<file path="src/hdl/bma_pkg.sv">
`default_nettype none
package bma_pkg;

    localparam int MAX_ORDER    = 10;
    localparam int HANDLE_WIDTH = 16;

    localparam int ORD_W     = $clog2(MAX_ORDER + 1);
    localparam int STK_DEPTH = 2 << MAX_ORDER;
    localparam int STK_AW    = MAX_ORDER + 1;
    localparam int TBL_DEPTH = 1 << MAX_ORDER;
    localparam int TBL_AW    = MAX_ORDER;
    localparam int CNT_W     = MAX_ORDER + 1;

    localparam int TOTAL_W   = 23;
    localparam int REQ_W     = 22;
    localparam int OADDR_W   = 22;
    localparam int MBL_W     = 4;
    localparam int MAX_MBL   = (1 << MBL_W) - 1;
    localparam int MINB_W    = MAX_MBL + 1;
    localparam int ADDR_W    = MAX_MBL + MAX_ORDER;
    localparam int SIZE_W    = ADDR_W + 1;
    localparam int LP_W      = $clog2(REQ_W + 1);

    localparam logic [TOTAL_W-1:0] RESET_TOTAL = TOTAL_W'(1024);
    localparam logic [MBL_W-1:0]   RESET_MBL   = '0;

    typedef enum logic [2:0] {
        ST_ALLOC     = 3'd0,
        ST_TOO_LARGE = 3'd1,
        ST_NO_BLOCK  = 3'd2,
        ST_FREED     = 3'd3,
        ST_UNKNOWN   = 3'd4
    } status_t;

    typedef enum logic {
        CFG_TOTAL = 1'b0,
        CFG_MINB  = 1'b1
    } cfg_idx_t;

    typedef enum logic [4:0] {
        PH_CLEAR, PH_SEED, PH_IDLE, PH_ROUND, PH_CHECK, PH_TSCAN,
        PH_FIND, PH_POP, PH_POPW, PH_SPLIT, PH_COMMIT, PH_FREL,
        PH_MCHK, PH_MSCAN, PH_SHIFT, PH_MERGE, PH_PUSH, PH_DONE
    } phase_t;

    typedef struct packed {
        phase_t phase;
        logic   accept;
        logic   load_out;
    } bma_cmd_t;

    typedef struct packed {
        logic clr_done;
        logic round_ok;
        logic too_large;
        logic tbl_hit;
        logic tbl_miss;
        logic cur_over;
        logic cnt_nz;
        logic cur_gt_need;
        logic merge_stop;
        logic stk_hit;
        logic stk_miss;
        logic hit_last;
        logic shift_done;
        logic is_free;
    } bma_sts_t;

    typedef struct packed {
        logic                    valid;
        logic [HANDLE_WIDTH-1:0] tag;
        logic [ADDR_W-1:0]       addr;
        logic [ORD_W-1:0]        order;
    } tbl_entry_t;

    // stacks sit back to back, largest (order 0) first
    function automatic logic [STK_AW-1:0] stack_base(input logic [ORD_W-1:0] k);
        int b;
        b = (2 << MAX_ORDER) - (2 << (MAX_ORDER - int'(k)));
        return STK_AW'(b);
    endfunction

    function automatic logic [CNT_W-1:0] stack_cap(input logic [ORD_W-1:0] k);
        int c;
        c = 1 << (MAX_ORDER - int'(k));
        return CNT_W'(c);
    endfunction

endpackage
`default_nettype wire

</file>
<file path="src/hdl/bma_ctrl.sv">
`default_nettype none
module bma_ctrl (
    input  wire logic              clk,
    input  wire logic              rst_n,
    input  wire logic              cfg_we,
    input  wire logic              in_valid,
    input  wire logic              mode,
    input  wire logic              out_stall,
    input  wire bma_pkg::bma_sts_t sts,
    output bma_pkg::bma_cmd_t      cmd,
    output logic                   in_stall,
    output logic                   out_valid
);
    import bma_pkg::*;

    phase_t state_reg, state_next;
    logic   out_valid_reg, out_valid_next;
    logic   load_out;

    always_ff @(posedge clk or negedge rst_n)
    begin
        if (!rst_n)
        begin
            state_reg     <= PH_CLEAR;
            out_valid_reg <= 1'b0;
        end
        else
        begin
            state_reg     <= state_next;
            out_valid_reg <= out_valid_next;
        end
    end

    always_comb
    begin
        state_next = state_reg;
        load_out   = (state_reg == PH_DONE) && !(out_valid_reg && out_stall);
        unique case (state_reg)
            PH_CLEAR:  if (sts.clr_done) state_next = PH_SEED;
            PH_SEED:   state_next = PH_IDLE;
            PH_IDLE:
            begin
                if (in_valid)
                begin
                    state_next = mode ? PH_TSCAN : PH_ROUND;
                end
            end
            PH_ROUND:  if (sts.round_ok) state_next = PH_CHECK;
            PH_CHECK:  state_next = sts.too_large ? PH_DONE : PH_TSCAN;
            PH_TSCAN:
            begin
                if (sts.tbl_hit)
                begin
                    state_next = sts.is_free ? PH_FREL : PH_FIND;
                end
                else if (sts.tbl_miss)
                begin
                    state_next = PH_DONE;
                end
            end
            PH_FIND:
            begin
                if (sts.cur_over)
                begin
                    state_next = PH_DONE;
                end
                else if (sts.cnt_nz)
                begin
                    state_next = PH_POP;
                end
            end
            PH_POP:    state_next = PH_POPW;
            PH_POPW:   state_next = PH_SPLIT;
            PH_SPLIT:  if (!sts.cur_gt_need) state_next = PH_COMMIT;
            PH_COMMIT: state_next = PH_DONE;
            PH_FREL:   state_next = PH_MCHK;
            PH_MCHK:   state_next = sts.merge_stop ? PH_PUSH : PH_MSCAN;
            PH_MSCAN:
            begin
                if (sts.stk_hit)
                begin
                    state_next = sts.hit_last ? PH_MERGE : PH_SHIFT;
                end
                else if (sts.stk_miss)
                begin
                    state_next = PH_PUSH;
                end
            end
            PH_SHIFT:  if (sts.shift_done) state_next = PH_MERGE;
            PH_MERGE:  state_next = PH_MCHK;
            PH_PUSH:   state_next = PH_DONE;
            PH_DONE:   if (load_out) state_next = PH_IDLE;
            default:   state_next = PH_CLEAR;
        endcase
        // a register write restarts the allocator from scratch
        if (cfg_we)
        begin
            state_next = PH_CLEAR;
        end
        out_valid_next = load_out || (out_valid_reg && out_stall);
    end

    assign cmd.phase    = state_reg;
    assign cmd.accept   = (state_reg == PH_IDLE) && in_valid;
    assign cmd.load_out = load_out;
    assign in_stall     = (state_reg != PH_IDLE);
    assign out_valid    = out_valid_reg;

endmodule
`default_nettype wire

</file>
<file path="config.mk">
export PLATFORM = sky130hd
export DESIGN_NAME = bma_ctrl
export DESIGN_NICKNAME = d
export VERILOG_FILES = /design/src/hdl/bma_pkg.sv /design/src/hdl/bma_ctrl.sv
export SDC_FILE = /design/constraint.sdc
export NUM_CORES = 1
export LEC_CHECK = 0
export BUFFER_PORTS_ARGS = -buffer_cell sky130_fd_sc_hd__buf_4
export CAP_MARGIN = 15
export CELL_PAD_IN_SITES_DETAIL_PLACEMENT = 1
export CELL_PAD_IN_SITES_GLOBAL_PLACEMENT = 2
export CORE_UTILIZATION = 23
export CTS_CLUSTER_SIZE = 24
export DETAILED_ROUTE_END_ITERATION = 10
export PLACE_DENSITY_LB_ADDON = 0.05
export SYNTH_ARGS = -nofsm -noshare
export SYNTH_HDL_FRONTEND = slang
export SYNTH_SLANG_ARGS = --single-unit
</file>
<file path="constraint.sdc">
create_clock -name clk -period 2.1 [get_ports clk]
set_clock_uncertainty 0.2 [all_clocks]
set_input_delay 0.42 -clock clk [delete_from_list [all_inputs] [get_ports clk]]
set_output_delay 0.42 -clock clk [all_outputs]
set_load 0.02 [all_outputs]
</file>
==> impl.org, run 1 <==
** Floorplanning
- The floorplan step set the die width to about 60 µm.
- 29 I/O pins were placed.
- Measured along the y axis, the die boundary spans around 60 µm.
- Floorplan row count :: 20
- The region available for standard cell placement spans between 3000 and 4000 µm².
- Initial core utilization :: about a quarter
- The die covers 3637 µm².

** Worst setup path
- Standard cell with the maximum stage delay on the critical path :: or4_4
- In this design, the stage delay of the slowest critical-path cell is approximately 0.5 ns.
- Sort of element at the start of the critical path :: flop
- STA classifies the critical path endpoint as a primary output.
- Number of cell instances on the worst register-to-register path :: 6
- Data on the critical path arrives at its endpoint at between 1.5 and 2 ns.
- Worst r2r src :: state_reg[0]$_DFFE_PN0P_
- In this run the worst path has a maximum fanout of 2.
- Start-to-end type of the worst setup path :: reg2out
- Slack of the worst reg-to-reg path :: -0.04 ns
- Capture point of the worst reg-to-reg path :: state_reg[4]$_DFFE_PN0P_
- Walking the worst path, the cells encountered are buf_6 -> or4_4 -> a21oi_2 -> buf_4.
- At the worst endpoint, the required time is 1.48 ns.

** STA
- The number of endpoints with negative hold slack in the final report was 0.
- The final critical path takes up 102.7% of the cycle.
- Timing would allow up to 463.8 MHz.
- Setup violations remaining at the end of the flow were counted as 6.
- At the pin with the least slew margin, the transition time is between 0.3 and 0.4 ns.
- Fin. max-slew vios :: 0
- Setup total negative slack on the finished layout was measured at -0.1625 ns.
- Max-slew headroom :: about three quarters
- Worst Slack Setup Final :: -0.05607 ns
- RSZ-0062 raised after global routing :: true
- The smallest clock period supported by the final layout is computed as about 2.2 ns.

** GRT
- Tot GR Track Use :: 18.55%
- Pin count of the biggest net entering global routing :: 14
- Via count of the first global-routing pass :: approximately 1000
- Number of antenna violations at the first check in global routing :: 0
- After global routing the overflow that remains totals 0.
- The first global-routing pass estimated a little under 5000 µm of wire.

** Layout
- Post-layout net count :: roughly 170
- The area growth from synthesis to layout is 71.20%.
- In the layout the commonest cells are buf_4, nand2b_1, nand2_1, nor2_1, buf_6.
- Fill cell instance count of the final layout :: 385
- The number of antenna diodes in the final layout is 0.
- Post-route design area :: roughly 1300 µm²
- The register with the most flip-flops in the layout has 5 of them.
- Cells with a size suffix above 1 make up between 40% and 50% of the layout.
- The library cell used most frequently in the layout, excluding fill and tap cells, is buf_4.
- Excluding fillers, the count of instances in the completed layout stands at a little under 200.

** Clock network
- Num CTS Buffers :: 3
- Clock-pin slew was measured on the worst setup and hold paths at ~0.050 ns.
- The clock passes through at most 2 buffers.
- H-tree level count :: 1
- Counting every sink on the clock net gives 6.
- Clock latency on the worst-skew pair, taken at its later pin, is between 0.2 and 0.25 ns.
- The cell sitting at the root of the clock tree is a clkbuf_4.
- Clock tree from TritonCTS :: done

** Run
- # Max-Cap Violations :: 0

** Placement
- The number of placed instances, taps included, is approximately 190.
- Summed over all nets, the half-perimeter wirelength after detailed placement is ~2400 µm.
- Placed inst area :: between 1000 and 1500 µm²
- Count of port buffers added during placement :: 28
- At the end of routability-driven placement, the weighted congestion stood at between 0.7 and 0.8.
- Post-placement setup slack :: -0.06091 ns

** Synthesis
- Synthesis produced 101 cells.
- Seq/Total Area, Yosys :: approximately a fifth
- After synthesis, the share of flip-flops with an asynchronous set or reset is 100.0%.
- Average instance area after synthesis :: ~7.7 µm²
- Synthesized netlist net count :: between 100 and 150
- The most used flip-flop cell after synthesis is dfrtp_1.
- Distinct cell type count of the synthesized netlist :: 39
- For this run, the number of Yosys warnings is 0.
- Yosys mapped a number of flops with a built-in enable equal to 0.
- After synthesis the netlist holds a flip-flop and latch count of 6.
- Post-Syn Area :: ~780 µm²

** Worst hold path
- Hold endpoint :: out_valid$_DFF_PN0_
- The startpoint identified for the worst hold timing path is out_stall.
- The min-delay analysis places its worst path in the category in2reg.
- The worst hold path was traced through 3 stages.

** Pwr
- In this run the power density over the cells is a little under 1000 nW/µm².
- Static power due to leakage :: 0.6001 nW
- VDD sags by at most roughly 260 µV.

** Status
- Outcome :: finished with violations
- Violations in the final reports :: setup timing

** Route
- In the final routed layout, each cell accounts on average for about 16 µm.
- Number of antenna-violating nets in the routed design :: 0
- Dividing the detail-routed via count by the number of cells gives 4.944.
- Detailed router's first-iteration violation count :: 24
- The final layout contains routed wiring with a total length of roughly 3200 µm.
- For this run, design rule violations remaining after detail routing come to 0.
- Length of the first detailed-routing pass in iterations :: 6
- The final route contains 969 vias.
==> worst max-delay path: cells and delay by family (launching register included) <==
| family | cells | cell delay, ns |
|---|---|---|
| DFF | 1 | 0.41 |
| and+or+nand+nor | 1 | 0.51 |
| AOI/OAI and AO/OA | 1 | 0.12 |
| buffers and inverters | 2 | 0.27 |
==> per-stage QoR <==
step | hold slack (ns) | power [mW] | util (%)
3_5_place_dp | 0.03025 | 1.043 | 37.52
6_report | 0.2240 | 1.298 | 42.80
3_3_place_gp | 0.02801 | 1.030 | 37.52
5_1_grt | 0.2337 | 1.389 | 42.80
2_1_floorplan | -0.07559 | 0.6874 | -
4_1_cts | 0.2218 | 1.281 | 42.24
==> cell type report <==
| class | instances | area (µm²) | share of cell area (%) |
|---|---|---|---|
| repair buffers | 56 | 461.7 | 34.49 |
| inverters | 2 | 7.507 | 0.5607 |
| clock buffers | 4 | 26.28 | 1.963 |
| multi-input cells | 84 | 631.9 | 47.20 |
| well taps | 44 | 55.05 | 4.112 |
| flip-flops and latches | 6 | 156.4 | 11.68 |
==> synthesized netlist by cell type, types with 3 or more instances <==
cell / n / area share, %
a31oi_1: 3 / 2.4
nor3b_1: 4 / 3.8
a21oi_1: 5 / 3.2
nand2b_1: 10 / 8.0
clkbuf_1: 6 / 2.9
mux2i_1: 6 / 7.7
nor2_1: 9 / 4.3
o31ai_1: 4 / 3.8
dfrtp_1: 6 / 19
nand2_1: 8 / 3.8
==> worst max-delay path by stage <==
stage / start / endpoint / slack, ns / depth (start not counted)
4_1_cts: state_reg[3]$_DFFE_PN0P_ / cmd[0] / -0.06 / 4
3_3_place_gp: state_reg[1]$_DFFE_PN0P_ / state_reg[1]$_DFFE_PN0P_ / -0.02 / 6
5_1_grt: state_reg[3]$_DFFE_PN0P_ / cmd[0] / -0.11 / 4
2_1_floorplan: state_reg[0]$_DFFE_PN0P_ / state_reg[1]$_DFFE_PN0P_ / -0.11 / 6
6_report: state_reg[3]$_DFFE_PN0P_ / cmd[0] / -0.06 / 4
3_5_place_dp: state_reg[2]$_DFFE_PN0P_ / state_reg[4]$_DFFE_PN0P_ / -0.06 / 7
==> power by group <==
group	switching [mW]	total (mW)	leakage, nW	internal, mW
clock	0.0397	0.112	0.0150	0.0718
combinational	0.450	0.987	0.511	0.536
sequential	0.0526	0.200	0.0742	0.147
total	0.542	1.30	0.600	0.756
==> cell families (layout without fill, tap and decap cells) <==
group	count (synthesis)	after routing	share of synthesized area (%)
flops	6	6	19.20
simple gates	51	51	38.24
buf+inv	11	62	6.399
mux	8	8	11.04
compound gates	25	25	25.12
==> metal layers <==
| metal | track usage (%) | vias up | wire [µm] |
|---|---|---|---|
| met5 | 0 | - | 0 |
| met4 | 2.990 | 0 | 0 |
| met3 | 0.6494 | 0 | 86 |
| met2 | 34.38 | 16 | 1622 |
| met1 | 23.91 | 475 | 1462 |
| li1 | - | 478 | - |
==> timing repair <==
| item | 4_1_cts | 5_1_grt |
|---|---|---|
| cloned | 0 | 0 |
| resized for setup | 15 | 5 |
| setup buffers | 6 | 0 |
| pin swaps | 2 | 1 |
| endpoints found under the setup margin | 8 | 8 |
| endpoints found under the hold margin | 6 | 0 |
| hold buffers | 1 | 0 |
(Power assumes the default switching activity.)
==> inputs of run 2 (changes only) <==
--- a/config.mk
+++ b/config.mk
@@ -9,7 +9,7 @@
 export CAP_MARGIN = 15
 export CELL_PAD_IN_SITES_DETAIL_PLACEMENT = 1
 export CELL_PAD_IN_SITES_GLOBAL_PLACEMENT = 2
-export CORE_UTILIZATION = 23
+export CORE_UTILIZATION = 28
 export CTS_CLUSTER_SIZE = 24
 export DETAILED_ROUTE_END_ITERATION = 10
 export PLACE_DENSITY_LB_ADDON = 0.05
==> constraint.sdc (replaced) <==
create_clock -name clk -period 2.6 [get_ports clk]
set_clock_uncertainty 0.2 [all_clocks]
set_input_delay 0.52 -clock clk [delete_from_list [all_inputs] [get_ports clk]]
set_output_delay 0.52 -clock clk [all_outputs]
set_load 0.02 [all_outputs]
==> run 2 against run 1 <==
Effect of this change: the run now ends clean; cell area shrank 20%; via count shrank 9.9%; total power shrank 38%; core utilization shrank 0.99 points; worst hold slack gained 0.11 ns; sequential power shrank 14%; global-route usage grew 0.50 points; die area shrank 17%; critical path depth is the same; flip-flop and latch count is the same; non-clock buffer count shrank 20; routed wire length shrank 18%; critical endpoint unchanged.
==> impl.org, run 2 (synthesis results as in run 1) <==
** Clock network
- The number of sinks driven by the clock tree is 6 (unchanged).
- Max Root-Sink Buffers :: 2 (unchanged)
- The buffers inserted during post-CTS setup optimization was 0 (-6).
- The CTS clock-pin slew for the worst setup and hold paths came to 0.05 ns (about the same).
- The clock latency reported for the late side of the worst-skew pair was 0.24 ns (about the same).
- The number of buffers created by CTS came to 3 (unchanged).
- Clock tree synthesis selected as its root buffer the cell clkbuf_4.
- The count of H-tree levels built during CTS was 1 (unchanged).
- Clock tree from TritonCTS :: done

** Placement
- Post-placement setup slack :: 0.3186 ns (+0.3795 ns)
- The half-perimeter wire length of the detailed placement result came to 2088 µm (-15%).
- The count of buffers from port buffering came to 28 (unchanged).
- Global placer's final weighted congestion :: 0.8195 (+4.9%)

** GRT
- The maximum number of pins on one net before global-route repair came to 17 (+3).
- Remaining global-route overflow :: 0 (unchanged)
- Via count of the first global-routing pass :: 832 (-17%)
- Global-route wire length before repair :: 4036 µm (-19%)
- The number of antenna violations at the first check in global routing came to 0 (unchanged).
- Tot GR Track Use :: 19.05% (+0.50 points)

** Pwr
- The leakage power total came to 0.4888 nW (-19%).
- The combinational share of power was 68.0% (-8.0 points).
- Power share of the sequential group :: 21.5% (+6.1 points)
- The share of total power consumed by net switching is 45.90% (+4.1 points).
- The power dissipated by switching net loads came to 0.3693 mW (-32%).
- Worst IR Drop VDD :: 511.9 µV (+98%)
- Clock group share of total power :: 10.6% (+2.0 points)
- The internal power of the cells is 0.4353 mW (-42%).
- Pwr Density :: 749.5 nW/µm² (-23%)

** Worst hold path
- Hold Path Class :: in2reg

** Worst setup path
- Critical Path RT :: 1.88 ns (+0.40 ns)
- The worst endpoint data arrival time came to 1.77 ns (+0.23 ns).
- The worst setup path is captured at a primary output.
- CP max FO :: 10 (+8)
- Sort of element at the start of the critical path :: flop
- Start-to-end type of the worst setup path :: reg2out

** Layout
- Commonest non-fill, non-tap cell in the layout :: buf_4
- The number of antenna cells inserted was 0 (unchanged).
- The share of final-layout standard cells stronger than drive strength 1 came to 35.11% (-14 points).
- The final layout net count was 153 (-12%).
- Relative to the synthesized area, the layout overhead comes to 37.28%.
- The count of filler cells inserted in the layout was 324 (-16%).
- Commonest cells after routing, fill and taps aside :: buf_4, nand2b_1, nor2_1
- The flip-flop count of the largest register, all copies and words added was 5 (unchanged).

** STA
- The final max-slew violation count is 0 (unchanged).
- RSZ-0062 raised after global routing :: false
- Final Setup Violations :: 0 (-6)
- Worst Slack Setup Final :: 0.1143 ns (+0.1704 ns)
- Max Clock Freq :: ~400 MHz
- The worst slew margin relative to its limit is 63.75% (-12 points).
- In the finished design, the share of the clock period the worst path needs comes to 95.60%.
- Slew of the pin with the lowest slew margin :: 0.5437 ns (+0.1805 ns)
- The summed negative setup slack over all endpoints is 0 ns (+0.1625 ns).
- The worst path in the final design needs a cycle of ~2.5 ns, including I/O delays and setup.
- Final count of hold timing violations :: 0 (unchanged)

** Route
- The total number of vias was 873 (-9.9%).
- DR vias/cell :: 5.422 (+9.7%)
- Routed len/inst :: 16.10 µm (-0.49%)
- Length of the first detailed-routing pass in iterations :: 4 (-2)
- Sum of routed wire length over all layers :: 2592 µm (-18%)
- The violation count after the first detailed-route iteration is 17 (-29%).
- Drt drc :: 0 (unchanged)
- Number of antenna-violating nets in the routed design :: 0 (unchanged)

** Floorplanning
- Top-level I/O count :: 29 (unchanged)
- The vertical die dimension was 54.85 µm (-9.1%).
- The placeable core region is 2567 µm² (-18%).
- Chip Width :: 54.85 µm (-9.1%)
- Floorplan row count :: 18 (-10%)
- The starting density of the core came to 30.46% (+5.5 points).
- The floorplan die area came to 3008 µm² (-17%).

** Status
- The run finished with clean final reports.

** Run
- The count of max-cap constraint violations was 0 (unchanged).
[run 2: layer usage]
layer  vias up  global-route usage (%)  routed length (µm)
met5         -                       0                   0
met1       411                   26.43                1260
met4         0                   5.128                  26
met2        22                   30.32                1189
li1        436                       -                   -
met3         4                   2.500                 116
[run 2: final timing paths]
check,start,end,slack (ns),cells past startpoint
worst max-delay path,state_reg[1]$_DFFE_PN0P_,cmd[0],0.11,4
worst min-delay path,out_stall,out_valid$_DFF_PN0_,0.34,3
worst max register to register,state_reg[0]$_DFFE_PN0P_,state_reg[1]$_DFFE_PN0P_,0.33,5
worst min register to register,out_valid$_DFF_PN0_,out_valid$_DFF_PN0_,0.35,2
max in group asynchronous,rst_n,state_reg[4]$_DFFE_PN0P_,1.65,2
min in group asynchronous,rst_n,out_valid$_DFF_PN0_,0.42,2
[run 2: power groups by stage]
stage	clock network, mW	logic (mW)	registers, mW
final	0.0850	0.547	0.173
after global routing	0.0943	0.592	0.179
after CTS	0.0867	0.552	0.172
after detailed placement	0	0.550	0.173
after global placement	0	0.539	0.174
after floorplan	0	0.377	0.161
[run 2: layout make-up]
cell class                 count  area [µm²]  share of cell area (%)
tap                           30       37.54                   3.497
inverter                       2       7.507                  0.6993
timing repair buffer          36       272.8                   25.41
clock buffer                   3       22.52                   2.098
multi-input combinational     84       581.8                   54.20
sequential                     6       151.4                   14.10
[run 2: stage by stage]
step	hold WS (ns)	std cells	utilization, %	power [mW]	instance area, µm²
after CTS	0.3342	161	41.76	0.8109	1072
final	0.3360	161	41.81	0.8046	1074
after global placement	0.1282	157	40.50	0.7128	1040
after global routing	0.3605	161	41.81	0.8651	1074
after floorplan	0.02441	101	-	0.5379	782.0
after detailed placement	0.1303	157	40.50	0.7228	1040
[run 2: worst max-delay path, cell delays in order (launching register included)]
cell and delay [ns]:
dfrtp_1 0.49, nand2b_1 0.26, or4_1 0.46, a21oi_1 0.15
buf_4 0.16
[run 2: timing repair]
item	in CTS	in global routing
hold buffers	1	0
resized for setup	0	1
endpoints found under the setup margin	0	1
hold endpoints to repair	6	0
